**src/rtl/json_string_unescape_utf8_unit_assert.svh**
```systemverilog
// assertion macros used by the string decoder result register
`ifndef JSON_STRING_UNESCAPE_UTF8_UNIT_ASSERT_SVH
`define JSON_STRING_UNESCAPE_UTF8_UNIT_ASSERT_SVH

// same-cycle implication, checked out of reset
`define JSU_ASSERT_IMP(name, ante, cons) \
  name: assert property (@(posedge clk_i) disable iff (!rst_ni) (ante) |-> (cons)) \
    else $error("%m: same-cycle check failed");

// next-cycle implication, checked out of reset
`define JSU_ASSERT_NXT(name, ante, cons) \
  name: assert property (@(posedge clk_i) disable iff (!rst_ni) (ante) |=> (cons)) \
    else $error("%m: next-cycle check failed");

`endif

```
**src/rtl/jsu_pkg.sv**
```systemverilog
// types, codes and helper functions of the json string decoder
package jsu_pkg;

  // decoder modes
  localparam logic [2:0] MODE_IDLE    = 3'd0;
  localparam logic [2:0] MODE_STR     = 3'd1;
  localparam logic [2:0] MODE_ESC     = 3'd2;
  localparam logic [2:0] MODE_HEX_HI  = 3'd3;
  localparam logic [2:0] MODE_PAIR_BS = 3'd4;
  localparam logic [2:0] MODE_PAIR_U  = 3'd5;
  localparam logic [2:0] MODE_HEX_LO  = 3'd6;

  // error codes
  localparam logic [3:0] ERR_NONE       = 4'd0;
  localparam logic [3:0] ERR_NO_QUOTE   = 4'd1;
  localparam logic [3:0] ERR_BAD_ESC    = 4'd2;
  localparam logic [3:0] ERR_BAD_HEX    = 4'd3;
  localparam logic [3:0] ERR_TRUNC      = 4'd4;
  localparam logic [3:0] ERR_UNP_HIGH   = 4'd5;
  localparam logic [3:0] ERR_BAD_LOW    = 4'd6;
  localparam logic [3:0] ERR_UNP_LOW    = 4'd7;
  localparam logic [3:0] ERR_UNTERM     = 4'd8;

  // characters of interest
  localparam logic [7:0] CH_QUOTE  = 8'h22;
  localparam logic [7:0] CH_BSLASH = 8'h5C;
  localparam logic [7:0] CH_SLASH  = 8'h2F;
  localparam logic [7:0] CH_B      = 8'h62;
  localparam logic [7:0] CH_F      = 8'h66;
  localparam logic [7:0] CH_N      = 8'h6E;
  localparam logic [7:0] CH_R      = 8'h72;
  localparam logic [7:0] CH_T      = 8'h74;
  localparam logic [7:0] CH_U      = 8'h75;

  // control bytes produced by escapes
  localparam logic [7:0] BS_CODE = 8'h08;
  localparam logic [7:0] FF_CODE = 8'h0C;
  localparam logic [7:0] LF_CODE = 8'h0A;
  localparam logic [7:0] CR_CODE = 8'h0D;
  localparam logic [7:0] HT_CODE = 8'h09;

  // surrogate classes by the top six bits of a code unit
  localparam logic [5:0] SUR_HIGH = 6'b110110;
  localparam logic [5:0] SUR_LOW  = 6'b110111;
  localparam logic [20:0] SUPP_BASE = 21'h10000;

  localparam int unsigned MAX_RES = 5;

  // one result item
  typedef struct packed {
    logic [7:0] data;
    logic       valid;
    logic       done;
    logic [3:0] err;
  } res_t;

  // all results caused by one input item
  typedef struct packed {
    res_t [MAX_RES-1:0] ent;
    logic [2:0]         cnt;
  } res_list_t;

  // utf-8 encoding of one code point
  typedef struct packed {
    logic [3:0][7:0] b;
    logic [2:0]      n;
  } utf8_t;

  // hex digit value, with ok flag in the top bit
  function automatic logic [4:0] hex_value(input logic [7:0] c);
    logic [4:0] r;
    r = 5'd0;
    if (c >= 8'h30 && c <= 8'h39) begin
      r = {1'b1, c[3:0]};
    end else if ((c >= 8'h61 && c <= 8'h66) || (c >= 8'h41 && c <= 8'h46)) begin
      r = {1'b1, c[3:0] + 4'd9};
    end
    return r;
  endfunction

  // code point to 1..4 utf-8 bytes
  function automatic utf8_t utf8_encode(input logic [20:0] cp);
    utf8_t u;
    u = '0;
    if (cp < 21'h80) begin
      u.n    = 3'd1;
      u.b[0] = cp[7:0];
    end else if (cp < 21'h800) begin
      u.n    = 3'd2;
      u.b[0] = {3'b110, cp[10:6]};
      u.b[1] = {2'b10, cp[5:0]};
    end else if (cp < 21'h10000) begin
      u.n    = 3'd3;
      u.b[0] = {4'b1110, cp[15:12]};
      u.b[1] = {2'b10, cp[11:6]};
      u.b[2] = {2'b10, cp[5:0]};
    end else begin
      u.n    = 3'd4;
      u.b[0] = {5'b11110, cp[20:18]};
      u.b[1] = {2'b10, cp[17:12]};
      u.b[2] = {2'b10, cp[11:6]};
      u.b[3] = {2'b10, cp[5:0]};
    end
    return u;
  endfunction

endpackage

```
**src/rtl/jsu_decode.sv**
```systemverilog
// decoder state and the per-item decode logic producing the result list
module jsu_decode import jsu_pkg::*; (
  input  logic       clk_i,
  input  logic       rst_ni,
  input  logic       take_i,
  input  logic [7:0] in_byte_i,
  input  logic       end_of_text_i,
  output res_list_t  list_o
);

  logic [2:0]  mode_q, mode_d;
  logic [15:0] unit_q, unit_d;
  logic [1:0]  dcnt_q, dcnt_d;
  logic [9:0]  high_q, high_d;
  logic        bad_q, bad_d;

  logic [4:0]  hv;
  logic [15:0] unit_nx;
  logic        bad_nx;
  logic        full;
  logic [1:0]  dcnt_nx;
  logic [3:0]  err;
  logic        done;
  logic        term;
  logic [2:0]  dn;
  logic [3:0][7:0] db;
  utf8_t       enc;

  // hex digit gathering shared by both escapes
  always_comb begin
    hv      = hex_value(in_byte_i);
    bad_nx  = bad_q | ~hv[4];
    unit_nx = hv[4] ? {unit_q[11:0], hv[3:0]} : unit_q;
    full    = (dcnt_q == 2'd3);
    dcnt_nx = full ? dcnt_q : dcnt_q + 2'd1;
  end

  // next state and data bytes
  always_comb begin
    mode_d = mode_q;
    unit_d = unit_q;
    dcnt_d = dcnt_q;
    high_d = high_q;
    bad_d  = bad_q;
    err    = ERR_NONE;
    done   = 1'b0;
    dn     = 3'd0;
    db     = '0;
    enc    = '0;
    case (mode_q)
      MODE_IDLE: begin
        if (in_byte_i == CH_QUOTE) mode_d = MODE_STR;
        else err = ERR_NO_QUOTE;
      end
      MODE_STR: begin
        if (in_byte_i == CH_QUOTE) begin
          done = 1'b1;
        end else if (in_byte_i == CH_BSLASH) begin
          mode_d = MODE_ESC;
        end else begin
          dn    = 3'd1;
          db[0] = in_byte_i;
        end
      end
      MODE_ESC: begin
        mode_d = MODE_STR;
        dn     = 3'd1;
        case (in_byte_i)
          CH_QUOTE, CH_BSLASH, CH_SLASH: db[0] = in_byte_i;
          CH_B: db[0] = BS_CODE;
          CH_F: db[0] = FF_CODE;
          CH_N: db[0] = LF_CODE;
          CH_R: db[0] = CR_CODE;
          CH_T: db[0] = HT_CODE;
          CH_U: begin
            dn     = 3'd0;
            mode_d = MODE_HEX_HI;
            unit_d = '0;
            dcnt_d = '0;
            bad_d  = 1'b0;
            if (end_of_text_i) err = ERR_TRUNC;
          end
          default: begin
            dn  = 3'd0;
            err = ERR_BAD_ESC;
          end
        endcase
      end
      MODE_HEX_HI: begin
        unit_d = unit_nx;
        bad_d  = bad_nx;
        dcnt_d = dcnt_nx;
        if (!full) begin
          if (end_of_text_i) err = ERR_TRUNC;
        end else if (bad_nx) begin
          err = ERR_BAD_HEX;
        end else if (unit_nx[15:10] == SUR_HIGH) begin
          high_d = unit_nx[9:0];
          mode_d = MODE_PAIR_BS;
          if (end_of_text_i) err = ERR_UNP_HIGH;
        end else if (unit_nx[15:10] == SUR_LOW) begin
          err = ERR_UNP_LOW;
        end else begin
          enc    = utf8_encode({5'd0, unit_nx});
          dn     = enc.n;
          db     = enc.b;
          mode_d = MODE_STR;
        end
      end
      MODE_PAIR_BS: begin
        if (in_byte_i != CH_BSLASH || end_of_text_i) err = ERR_UNP_HIGH;
        else mode_d = MODE_PAIR_U;
      end
      MODE_PAIR_U: begin
        if (in_byte_i != CH_U) begin
          err = ERR_UNP_HIGH;
        end else begin
          mode_d = MODE_HEX_LO;
          unit_d = '0;
          dcnt_d = '0;
          bad_d  = 1'b0;
          if (end_of_text_i) err = ERR_TRUNC;
        end
      end
      MODE_HEX_LO: begin
        unit_d = unit_nx;
        bad_d  = bad_nx;
        dcnt_d = dcnt_nx;
        if (!full) begin
          if (end_of_text_i) err = ERR_TRUNC;
        end else if (bad_nx) begin
          err = ERR_BAD_HEX;
        end else if (unit_nx[15:10] == SUR_LOW) begin
          enc    = utf8_encode(SUPP_BASE + {1'b0, high_q, unit_nx[9:0]});
          dn     = enc.n;
          db     = enc.b;
          mode_d = MODE_STR;
        end else begin
          err = ERR_BAD_LOW;
        end
      end
      default: begin
        mode_d = MODE_IDLE;
      end
    endcase

    // text ended while still inside the string
    if (err == ERR_NONE && !done && end_of_text_i && mode_d != MODE_IDLE &&
        mode_q <= MODE_HEX_LO) begin
      err = ERR_UNTERM;
    end

    // done or error returns everything to reset
    if (done || err != ERR_NONE) begin
      mode_d = MODE_IDLE;
      unit_d = '0;
      dcnt_d = '0;
      high_d = '0;
      bad_d  = 1'b0;
    end
  end

  // assemble result list: data bytes then, on done or error, one closing entry
  always_comb begin
    term        = done | (err != ERR_NONE);
    list_o.cnt  = dn + {2'b00, term};
    for (int i = 0; i < MAX_RES; i++) begin
      list_o.ent[i] = '0;
      if (3'(i) < dn) begin
        list_o.ent[i].data  = db[i[1:0]];
        list_o.ent[i].valid = 1'b1;
      end else if (3'(i) == dn && term) begin
        list_o.ent[i].done = done;
        list_o.ent[i].err  = err;
      end
    end
  end

  // decoder state registers
  always_ff @(posedge clk_i or negedge rst_ni) begin
    if (!rst_ni) begin
      mode_q <= MODE_IDLE;
      unit_q <= '0;
      dcnt_q <= '0;
      high_q <= '0;
      bad_q  <= 1'b0;
    end else if (take_i) begin
      mode_q <= mode_d;
      unit_q <= unit_d;
      dcnt_q <= dcnt_d;
      high_q <= high_d;
      bad_q  <= bad_d;
    end
  end

endmodule

```
**src/rtl/jsu_outbuf.sv**
```systemverilog
// result register holding up to five results of one item, shifted out one per cycle while the output is ready
module jsu_outbuf import jsu_pkg::*; (
  input  logic       clk_i,
  input  logic       rst_ni,
  input  logic       in_valid_i,
  output logic       in_ready_o,
  input  res_list_t  list_i,
  output logic       load_o,
  output logic       out_valid_o,
  input  logic       out_ready_i,
  output res_t       res_o,
  output logic       last_o
);

  `include "json_string_unescape_utf8_unit_assert.svh"

  res_t [MAX_RES-1:0] ent_q, ent_d;
  logic [2:0]         cnt_q, cnt_d;
  logic               pop;

  // a new item may enter once the final pending result leaves
  assign out_valid_o = (cnt_q != 3'd0);
  assign pop         = out_valid_o & out_ready_i;
  assign in_ready_o  = (cnt_q == 3'd0) | ((cnt_q == 3'd1) & out_ready_i);
  assign load_o      = in_valid_i & in_ready_o;
  assign res_o       = ent_q[0];
  assign last_o      = (cnt_q == 3'd1);

  // load or shift the result entries
  always_comb begin
    ent_d = ent_q;
    cnt_d = cnt_q;
    if (load_o) begin
      ent_d = list_i.ent;
      cnt_d = list_i.cnt;
    end else if (pop) begin
      for (int i = 0; i < MAX_RES - 1; i++) ent_d[i] = ent_q[i+1];
      ent_d[MAX_RES-1] = '0;
      cnt_d = cnt_q - 3'd1;
    end
  end

  // payload entries need no reset
  always_ff @(posedge clk_i) begin
    ent_q <= ent_d;
  end

  always_ff @(posedge clk_i or negedge rst_ni) begin
    if (!rst_ni) begin
      cnt_q <= '0;
    end else begin
      cnt_q <= cnt_d;
    end
  end

  // checks
  `JSU_ASSERT_IMP(a_cnt_range, 1'b1, cnt_q <= 3'(MAX_RES))
  `JSU_ASSERT_IMP(a_ready_only_last, in_ready_o && out_valid_o, last_o && out_ready_i)
  `JSU_ASSERT_NXT(a_load_shows, load_o && list_i.cnt != 3'd0, out_valid_o)
  `JSU_ASSERT_NXT(a_pop_keeps_rest, pop && !last_o, out_valid_o && cnt_q == $past(cnt_q) - 3'd1)
  `JSU_ASSERT_IMP(a_closing_is_last, out_valid_o && (res_o.done || res_o.err != ERR_NONE), last_o)

endmodule

```
**src/rtl/json_string_unescape_utf8_unit.sv**
```systemverilog
// top level of the json string decoder: decode logic and result register
// latency: results of an item appear the cycle after it is accepted
// throughput: one item per cycle if items yield at most one result and output is ready
// an item yielding more than one result holds the input until its last result is taken
// items yielding no result never hold off the next item; async active-low reset returns to idle
module json_string_unescape_utf8_unit import jsu_pkg::*; (
  input  logic       clk_i,
  input  logic       rst_ni,
  input  logic       in_valid_i,
  output logic       in_ready_o,
  input  logic [7:0] in_byte_i,
  input  logic       end_of_text_i,
  output logic       out_valid_o,
  input  logic       out_ready_i,
  output logic [7:0] out_byte_o,
  output logic       byte_valid_o,
  output logic       string_done_o,
  output logic [3:0] error_code_o,
  output logic       last_o
);

  res_list_t list;
  res_t      res;
  logic      load;

  // per-item decode
  jsu_decode u_decode (
    .clk_i         (clk_i),
    .rst_ni        (rst_ni),
    .take_i        (load),
    .in_byte_i     (in_byte_i),
    .end_of_text_i (end_of_text_i),
    .list_o        (list)
  );

  // result register and serializer
  jsu_outbuf u_outbuf (
    .clk_i       (clk_i),
    .rst_ni      (rst_ni),
    .in_valid_i  (in_valid_i),
    .in_ready_o  (in_ready_o),
    .list_i      (list),
    .load_o      (load),
    .out_valid_o (out_valid_o),
    .out_ready_i (out_ready_i),
    .res_o       (res),
    .last_o      (last_o)
  );

  assign out_byte_o    = res.data;
  assign byte_valid_o  = res.valid;
  assign string_done_o = res.done;
  assign error_code_o  = res.err;

endmodule
```
**config.mk**
```make
export PLATFORM = sky130hd
export DESIGN_NAME = json_string_unescape_utf8_unit
export DESIGN_NICKNAME = d
export VERILOG_FILES = /design/src/rtl/jsu_pkg.sv /design/src/rtl/jsu_decode.sv /design/src/rtl/jsu_outbuf.sv /design/src/rtl/json_string_unescape_utf8_unit.sv
export VERILOG_INCLUDE_DIRS = /design/src /design/src/rtl
export SDC_FILE = /design/constraint.sdc
export NUM_CORES = 1
export LEC_CHECK = 0
export BUFFER_PORTS_ARGS = -buffer_cell sky130_fd_sc_hd__buf_2
export CAP_MARGIN = 0
export CORE_UTILIZATION = 50
export DETAILED_ROUTE_END_ITERATION = 16
export PLACE_DENSITY = 0.66
export SETUP_SLACK_MARGIN = 0.1
export SYNTH_ARGS = -nofsm -noshare
export SYNTH_HDL_FRONTEND = slang
export SYNTH_SLANG_ARGS = --single-unit
```
**constraint.sdc**
```tcl
create_clock -name clk_i -period 4.25 [get_ports clk_i]
set_input_delay 0.6375 -clock clk_i [delete_from_list [all_inputs] [get_ports clk_i]]
set_output_delay 0.6375 -clock clk_i [all_outputs]
set_load 0.05 [all_outputs]
```
==> results, run 1 <==
- The run finished with clean final reports.
- The clock net sink count is 105.
- The number of vias after detailed routing is 5,520.
- The number of inserted filler cells in the final layout is 1,160.
- In this run the horizontal extent of the chip is 116 µm.
- The count of nets left with antenna violations after detail routing is 0.
- The startpoint-to-endpoint class of the critical path is in -> reg.
- Static timing analysis puts the maximum clock frequency at 272 MHz.
- Relative to the synthesized area, the layout overhead comes to 10.7%.
- The global placement routability congestion is 0.967.
- The worst path needs 3.68 ns of the cycle, external delays included.
- Of the total power, the share spent switching nets is 39.5%.
- After detailed routing, the average wire length per cell comes to 20.6 µm.
- The violation count after the first detailed-routing iteration is 630.
- Measured in cells, the most critical reg-to-reg path has a length of 12.
- The deepest level of the CTS H-tree is 3.
- The post-synthesis average cell area is 9.58 µm².
- The total routing usage reported by global routing is 28.8%.
- In this run the tool buffered the top-level ports with 29 buffer cells.
- The clock network fraction of total power is 20.7%.
- The placement row count is 41.
- Across the VDD grid, the largest voltage drop is 300 µV.
- The required time at the endpoint of the critical path is 4.44 ns.
- The internal power summed over all cells is 0.00232 W.
- The tool flagged a number of max-cap violations equal to 0.
- The library cell used as clock root buffer is sky130_fd_sc_hd__clkbuf_16.
- The number of primary I/O pins is 30.
- The final worst-path cycle share is 86.6%.
- Across the routed clock network, the largest skew measured is 0.00710 ns.
- The HPWL after detailed placement is 13,800 µm.
- The kind of end point of the critical path is a flop.
- The die area is 0.0135 mm².
- The launching element type of the critical path is a primary input.
- Data arrives at the worst endpoint at 3.87 ns.
- Sequential elements use 45.7% of the synthesized area.
- The maximum number of pins on one net before global-route repair is 77.
- The clock input transition at the sequential cells of the worst setup and hold paths is 0.07 ns.
- The number of buffers on the longest clock path is 2.
- The share of the core filled with cells in the final layout is 57.0%.
- After clock tree synthesis, the repair step resized 0 gates.
- The number of pins exceeding their max-slew limit in the final report was 0.
- The number of antenna diodes in the final layout is 0.
- The initial antenna violation count was 0.
- Before CTS, the worst setup slack after placement is 0.244 ns.
- For flop-to-flop paths, the worst setup slack is 0.70 ns.
- The most frequently used flop master after synthesis is sky130_fd_sc_hd__edfxtp_1.
- Synthesis inferred 105 register bits.
- The launch point of the worst reg-to-reg path is u_decode.high_q[6].
- The post-CTS setup buffer count is 0.
- The analysis attributes to net switching a power of 0.00151 W.
- The TritonCTS buffer count is 9.
- The total overflow left after global routing is 0.
- At the pin with the least slew margin, the transition time is 0.947 ns.
- In this run the worst path has a maximum fanout of 10.
- The final hold violation count is 0.
- The number of global-route vias before repair was 5,135.
- The cell area that synthesis handed to floorplanning was 0.00652 mm².
- After synthesis, the share of flip-flops with an asynchronous set or reset is 33.3%.
- Across all setup checks in the final design, the least slack found is 0.571 ns.
- Combinational logic is responsible for 38.1% of the overall power.
- The Yosys step of the flow raised 0 warnings.
- The effective utilization at floorplan is 51.5%.
- The accumulated negative setup slack is 0 ns.
- The final net count is 744.
- Summed over all layers, the routed wires come to 18,400 µm.
- The area of the core is 0.0127 mm².
- The first global-routing pass estimated 28,700 µm of wire.
- The share of cells above drive strength 1 is 15.3%.
- In this run, post-CTS hold repair placed 0 buffers.
- In the synthesized netlist, the number of instances is 681.
- The part of the total power dissipated in sequential elements is 41.2%.
- The count of flip-flops with a built-in enable after synthesis is 70.
- Setup repair after global routing left no endpoint under its margin.
- The power per standard cell area is 530 mW/mm².
- In this run the vertical extent of the chip is 116 µm.
- The analysis attributes to cell leakage a power of 2.76 nW.
- The clock reaches the later pin of the worst-skew pair after 0.35 ns.
- After detailed routing, the number of vias per cell comes to 6.16.
- The count of different cell masters after synthesis is 90.
- The class of the tightest hold or removal check is in -> async.
- Before antenna repair, the detailed router went through 7 iterations.
- The number of failing setup endpoints in the final timing report is 0.
- The worst register-to-register path ends at u_outbuf.cnt_q[1].
- In this run the tightest slew margin relative to its limit is 36.9%.
- For this run, design rule violations remaining after detail routing come to 0.
- The CTS tree is built.
## metal layers
metal / GRT usage (%) / up-vias / wire length (µm)
met5: 0 / - / 0
met4: 10.9 / 0 / 506
met3: 4.67 / 31 / 997
met2: 45.7 / 202 / 8400
met1: 39.7 / 2654 / 8520
li1: - / 2633 / -
## cells in the mapped netlist (all sizes together), types with 7 or more instances
| master | instances | area [µm²] |
|---|---|---|
| nand2 | 74 | 288 |
| a21oi | 38 | 194 |
| and2 | 19 | 119 |
| nor3 | 12 | 70.1 |
| nor4 | 7 | 43.8 |
| o21ai | 38 | 201 |
| a31oi | 9 | 71.3 |
| nor2 | 63 | 244 |
| a22oi | 8 | 60.1 |
| a21o | 7 | 52.6 |
| dfrtp | 35 | 876 |
| nor2b | 7 | 43.8 |
| o21a | 10 | 75.1 |
| nand3 | 22 | 115 |
| inv | 33 | 124 |
| o31ai | 8 | 73.8 |
| o22ai | 20 | 125 |
| clkbuf | 25 | 93.8 |
| ha | 12 | 150 |
| edfxtp | 70 | 2100 |
| buf | 24 | 163 |
| a211oi | 13 | 97.6 |
| o2bb2ai | 9 | 78.8 |
## kinds of logic (layout without fill, tap and decap cells)
group / count (synthesis) / count (layout) / share of synthesized area (%)
and+or+nand+nor: 252 / 252 / 20.0
AOI/OAI and AO/OA: 220 / 220 / 24.8
DFF: 105 / 105 / 45.7
buffers and inverters: 82 / 113 / 5.83
adders and majority gates: 12 / 12 / 2.30
muxes: 8 / 8 / 1.27
other: 1 / 13 / 0.0575
xor gates and xnor gates: 1 / 1 / 0.134
## power by group through the flow
stage | logic (W) | clock network, W | registers [W]
6_report | 0.00146 | 0.000793 | 0.00158
2_1_floorplan | 0.00110 | 0 | 0.00158
3_5_place_dp | 0.00144 | 0 | 0.00160
5_1_grt | 0.00158 | 0.000842 | 0.00161
4_1_cts | 0.00145 | 0.000811 | 0.00158
3_3_place_gp | 0.00143 | 0 | 0.00159
## per-stage QoR
step	total power, W	hold WS (ns)	cells	area (µm²)
finish	0.00383	0.378	896	7220
global route	0.00403	0.447	896	7220
CTS	0.00383	0.411	896	7220
detailed placement	0.00303	0.485	880	6940
global placement	0.00302	0.468	880	6940
floorplan	0.00268	0.342	693	6570
## state kept, by name (all words and copies together) (netlist names)
signal and count:
u_decode.high_q 10, u_decode.dcnt_q 2, u_outbuf.ent_q 56, u_decode.unit_q 16
u_outbuf.res_o 14, u_outbuf.cnt_q 3, u_decode.mode_q 3, u_decode.bad_q 1
## placed cells by master (no fill, tap or decap), types with 9 or more instances in the layout
| cell | instances |
|---|---|
| sky130_fd_sc_hd__nand2_1 | 71 |
| sky130_fd_sc_hd__edfxtp_1 | 70 |
| sky130_fd_sc_hd__nor2_1 | 62 |
| sky130_fd_sc_hd__a21oi_1 | 37 |
| sky130_fd_sc_hd__o21ai_0 | 35 |
| sky130_fd_sc_hd__buf_4 | 35 |
| sky130_fd_sc_hd__dfrtp_1 | 35 |
| sky130_fd_sc_hd__inv_1 | 32 |
| sky130_fd_sc_hd__buf_2 | 29 |
| sky130_fd_sc_hd__nand3_1 | 21 |
| sky130_fd_sc_hd__o22ai_1 | 20 |
| sky130_fd_sc_hd__and2_1 | 19 |
| sky130_fd_sc_hd__a211oi_1 | 13 |
| sky130_fd_sc_hd__conb_1 | 13 |
| sky130_fd_sc_hd__ha_1 | 12 |
| sky130_fd_sc_hd__nor3_1 | 10 |
| sky130_fd_sc_hd__o21a_1 | 10 |
| sky130_fd_sc_hd__o2bb2ai_1 | 9 |
| sky130_fd_sc_hd__clkbuf_16 | 9 |
## critical path, cell delays in order
cell and delay [ns]:
sky130_fd_sc_hd__buf_2 0.15, sky130_fd_sc_hd__inv_1 0.11, sky130_fd_sc_hd__ha_1 0.25, sky130_fd_sc_hd__or3b_1 0.38, sky130_fd_sc_hd__and3_1 0.30, sky130_fd_sc_hd__or4_4 0.56, sky130_fd_sc_hd__a2111oi_4 0.36, sky130_fd_sc_hd__a21oi_2 0.08
sky130_fd_sc_hd__o221a_2 0.33, sky130_fd_sc_hd__inv_2 0.09, sky130_fd_sc_hd__ha_1 0.15, sky130_fd_sc_hd__ha_1 0.22, sky130_fd_sc_hd__o21ai_0 0.16, sky130_fd_sc_hd__a21oi_1 0.09
## area by class of cell
type / instances / area (µm²) / share of cell area, %
sequential: 105 / 2980 / 41.2
clock inverter: 6 / 52.6 / 0.728
multi-input combinational: 506 / 3220 / 44.5
timing repair buffer: 64 / 408 / 5.65
clock buffer: 10 / 229 / 3.17
tap: 172 / 215 / 2.98
inverter: 33 / 124 / 1.72
## worst max-delay path by stage
stage                       startpoint           endpoint  slack [ns]
after floorplan           in_byte_i[0]  u_outbuf.cnt_q[1]        0.38
after global placement    in_byte_i[1]  u_outbuf.cnt_q[2]        0.33
after detailed placement  in_byte_i[1]  u_outbuf.cnt_q[1]        0.24
after CTS                 in_byte_i[1]  u_outbuf.cnt_q[1]        0.61
after global routing      in_byte_i[1]  u_outbuf.cnt_q[2]        0.28
final                     in_byte_i[1]  u_outbuf.cnt_q[1]        0.57
Note: power is estimated with default switching activity, not from simulation.
==> run 2, diff against run 1 <==
- ABC_AREA: default -> 1
==> results, run 2 <==
- The flow ran to the end, and the final reports show no timing, DRC or antenna violations.
- The count of different cell masters after synthesis is 49 (-46%).
- STA classifies the critical path endpoint as a flop.
- The critical path goes through buf_2 -> inv_1 -> ha_1 -> inv_1 -> nand2_1 -> nand2_1 -> nand2_1 -> nand2_4 -> nand2_4 -> nand2_1 -> nand2_1 -> nor2_1 -> nand4_1 -> nor2_1 -> inv_1 -> nor2_2 -> nor2_2 -> inv_1 -> o21ai_2 -> ha_1 -> o211ai_1 -> o21ai_0.
- Leaving out fill and tap cells, the most frequent cells in the layout are 215 x sky130_fd_sc_hd__nand2_1, 84 x sky130_fd_sc_hd__inv_1, 82 x sky130_fd_sc_hd__o21ai_0.
- The proportion of synthesized flip-flops having asynchronous set or reset is 33.3% (unchanged).
- After synthesis, the most frequently instantiated cells are 216 x sky130_fd_sc_hd__nand2_1, 84 x sky130_fd_sc_hd__inv_1, 82 x sky130_fd_sc_hd__o21ai_0, 76 x sky130_fd_sc_hd__nor2_1, 70 x sky130_fd_sc_hd__edfxtp_1.
- The count of warnings emitted by yosys is 0 (unchanged).
- The number of global-route vias before repair came to 5,153 (+0.35%).
- The path class of the tightest hold or removal check is in -> async.
- In this design, the largest share of critical-path delay is due to simple AND/OR/NAND/NOR gates.
- The effective utilization at floorplan was 52.3% (+0.82 points).
- The average wire per standard cell is 17.1 µm (-17%).
- The required time at the endpoint of the critical path is 4.46 ns (+0.02 ns).
- The delay of the slowest cell on the worst path came to 0.39 ns (-0.17 ns).
- The share of cells above drive strength 1 is 12.8% (-2.6 points).
- The max-cap violation count is 0 (unchanged).
- The worst register-to-register path begins at u_decode.mode_q[2].
- The internal power summed over all cells was 0.00215 W (-7.4%).
- TritonCTS built the clock tree.
- The worst-case hold slack is 0.393 ns (+0.0151 ns).
- The most common cell in the synthesized netlist is sky130_fd_sc_hd__nand2_1.
- The startpoint-to-endpoint class of the critical path is in -> reg.
- The post-route clock skew is 0.0123 ns (+0.00521 ns).
- The most critical setup path has its endpoint at u_outbuf.cnt_q[1].
- The clock net sink count is 105 (unchanged).
- The leading area contributor after synthesis is sky130_fd_sc_hd__edfxtp_1.
- The count of hold-fix buffers inserted at cts is 0 (unchanged).
- The net load switching power was 0.00142 W (-6.2%).
- The slack of the worst reg-to-reg path came to 0.95 ns (+0.25 ns).
- The power per standard cell area is 509 mW/mm² (-3.9%).
- The maximum number of pins on one net before global-route repair was 77 (unchanged).
- The overall die width is 115 µm (-1.0%).
- The total routing usage reported by global routing is 27.7% (-1.1 points).
- The part of the total power dissipated in sequential elements is 42.3% (+1.1 points).
- The vertical extent of the die is 115 µm (-1.0%).
- The final hold violation count is 0 (unchanged).
- The final net count is 859 (+15%).
- In this run the critical register-to-register path is captured at u_outbuf.cnt_q[1].
- The worst-margin pin slew is 0.951 ns (+0.00374 ns).
- The total DRC errors in the routed layout is 0 (unchanged).
- The initial antenna violation count is 0 (unchanged).
- The ratio of routed vias to standard cells is 5.40 (-12%).
- The flip-flop and latch area came to 0.00298 mm² (unchanged).
- The most common cell after layout, fill and taps aside is sky130_fd_sc_hd__nand2_1.
- The post-layout minimum cycle time came to 3.71 ns (+0.0276 ns).
- The non-filler instance count after layout is 1,007 (+12%).
- The detailed-route wire length is 17,200 µm (-6.8%).
- The number of instances in the synthesized netlist is 798 (+17%).
- The global placement routability congestion is 0.964 (-0.27%).
- The most critical setup path has its startpoint at in_byte_i[0].
- The count of port buffers added during placement is 29 (unchanged).
- The global-route met3 utilization is 4.01% (-0.66 points).
- In this design, the critical path's most frequently occurring cell is sky130_fd_sc_hd__nand2_1.
- The post-synthesis register bit count is 105 (unchanged).
- The flip-flop count of the largest register, all copies and words added is 56 (unchanged).
- The count of placed standard cells including taps is 991 (+13%).
- The clock network latency to the later pin of the worst-skew pair was 0.36 ns (about the same).
- The highest clock rate came to 270 MHz (-0.75%).
- The maximum resistive drop on vdd came to 487 µV (+63%).
- The headroom to the max-slew limit is 36.6% (-0.25 points).
- Ranked by total cell area, the synthesized netlist is headed by sky130_fd_sc_hd__edfxtp_1 33%, sky130_fd_sc_hd__dfrtp_1 14%, sky130_fd_sc_hd__nand2_1 13%.
- The cell with the largest stage delay on the worst path is sky130_fd_sc_hd__nor2_1.
- The portion of the post-synthesis area used by sequential elements is 46.6% (+0.98 points).
- The register bank with the most flops is u_outbuf.ent_q.
- The critical path data arrival time is 3.91 ns (+0.04 ns).
- The placement row count is 40 (-2.4%).
- The launching element type of the critical path is a primary input.
- The most heavily used metal layer in global routing is met2.
- The leakage power figure came to 3.05 nW (+11%).
- The final worst-path cycle share is 87.2% (+0.65 points).
- The overall overflow remaining after global route is 0 (unchanged).
- The violation count after the first detailed-routing iteration came to 503 (-20%).
- The met1 usage is 39.2% (-0.53 points).
- The library cell used as clock root buffer is sky130_fd_sc_hd__clkbuf_16.
- The detailed-router iteration count before antenna repair was 6 (-1).
- The proportion of netlist area held by the largest area contributor is 32.9% (+0.69 points).
- The post-CTS setup buffer count was 0 (unchanged).
- The depth of the worst register-to-register path is 15 (+3).
- The count of flip-flops with a built-in enable after synthesis is 70 (unchanged).
- The post-synthesis average cell area is 8.00 µm² (-16%).
- The logic depth of the worst setup path including buffers came to 22 (+8).
- The clock input transition at the sequential cells of the worst setup and hold paths is 0.08 ns (about the same).
- The number of inserted filler cells in the final layout is 1,203 (+3.7%).
- The clock network fraction of total power is 22.8% (+2.1 points).
- The area of the core is 0.0122 mm² (-3.6%).
- The number of buffers on the longest clock path is 2 (unchanged).
- The met2 capacity usage during global routing is 43.1% (-2.7 points).
- The multi-input combinational cell area is 0.00287 mm² (-11%).
- The number of resized instances in the post-cts repair step is 0 (unchanged).
- The switching portion of total power is 39.8% (+0.31 points).
- The TritonCTS buffer count is 9 (unchanged).
- The count of nets left with antenna violations after detail routing is 0 (unchanged).
- The total buffers and inverters traversed by the critical path came to 5 (+2).
- The number of vias after detailed routing is 5,436 (-1.5%).
- The sum of net half-perimeters after detailed placement is 12,500 µm (-9.3%).
- The number of pins exceeding their max-slew limit in the final report is 0 (unchanged).
- The maximum net fanout on the critical path is 24 (+14).
- The number of inserted diodes is 0 (unchanged).
- The accumulated negative setup slack is 0 ns (unchanged).
- The combined area of all synthesized cells is 0.00639 mm² (-2.1%).
- The global-route wire length before repair is 27,400 µm (-4.7%).
- The combinational share of power was 34.9% (-3.2 points).
- The most frequently used flop master after synthesis is sky130_fd_sc_hd__edfxtp_1.
- Setup repair after global routing left no endpoint under its margin.
- The number of failing setup endpoints in the final timing report came to 0 (unchanged).
- The area growth from synthesis to final layout is 9.52%.
- The deepest level of the CTS H-tree is 3 (unchanged).
- The number of primary I/O pins is 30 (unchanged).
- The die area is 0.0132 mm² (-2.1%).
run 2: cell types whose count changed after synthesis, sizes merged, moves of 15 or more:
cell    previous run  this run
nand2             74       229
o21ai             38       113
inv               33        94
nor2              63        86
a21oi             38        16
and2              19         1
clkbuf            25        10
run 2: cells by family after synthesis:
kind of cell	after synthesis	share of synthesized area, %
flops	105	46.6
other cells	1	0.0587
buf+inv	131	9.25
xor+xnor	2	0.274
compound gates	166	14.6
simple gates	380	26.6
fa+ha+maj	12	2.35
mux	1	0.176
run 2: power groups by stage:
stage	Clock (W)	Combinational, W	Sequential [W]
floorplan	0	0.000989	0.00152
global placement	0	0.00121	0.00152
detailed placement	0	0.00123	0.00153
CTS	0.000823	0.00124	0.00151
global route	0.000857	0.00137	0.00153
finish	0.000811	0.00124	0.00151
run 2: per-stage QoR:
step / area (µm²) / setup slack, ns / total power [W] / util [%]
detailed placement: 6710 / 0.195 / 0.00276 / 55.0
floorplan: 6430 / 0.895 / 0.00251 / -
finish: 6990 / 0.543 / 0.00356 / 57.3
global route: 6990 / 0.133 / 0.00376 / 57.3
CTS: 6990 / 0.572 / 0.00357 / 57.3
global placement: 6710 / 0.363 / 0.00273 / 55.0
run 2: worst min-delay path by stage:
stage | endpoint | slack [ns] | cells past startpoint
after floorplan | u_decode.bad_q | 0.34 | 0
after global placement | u_decode.dcnt_q[1] | 0.46 | 2
after detailed placement | u_decode.unit_q[9] | 0.47 | 2
after CTS | u_decode.unit_q[13] | 0.42 | 1
after global routing | u_decode.unit_q[13] | 0.45 | 1
final | u_decode.unit_q[13] | 0.39 | 1
run 2: cell type report:
class                   count  area share, %
clock buffers              10           3.27
clock inverters             6          0.733
inverters                  95           5.17
multi-input cells         574           41.0
flip-flops and latches    105           42.6
well taps                 168           3.01
repair buffers             49           4.22
run 2: routing by layer:
metal	routed length, µm	up-vias
li1	-	2706
met1	8250	2553
met2	7710	148
met3	792	29
met4	428	0
met5	0	-
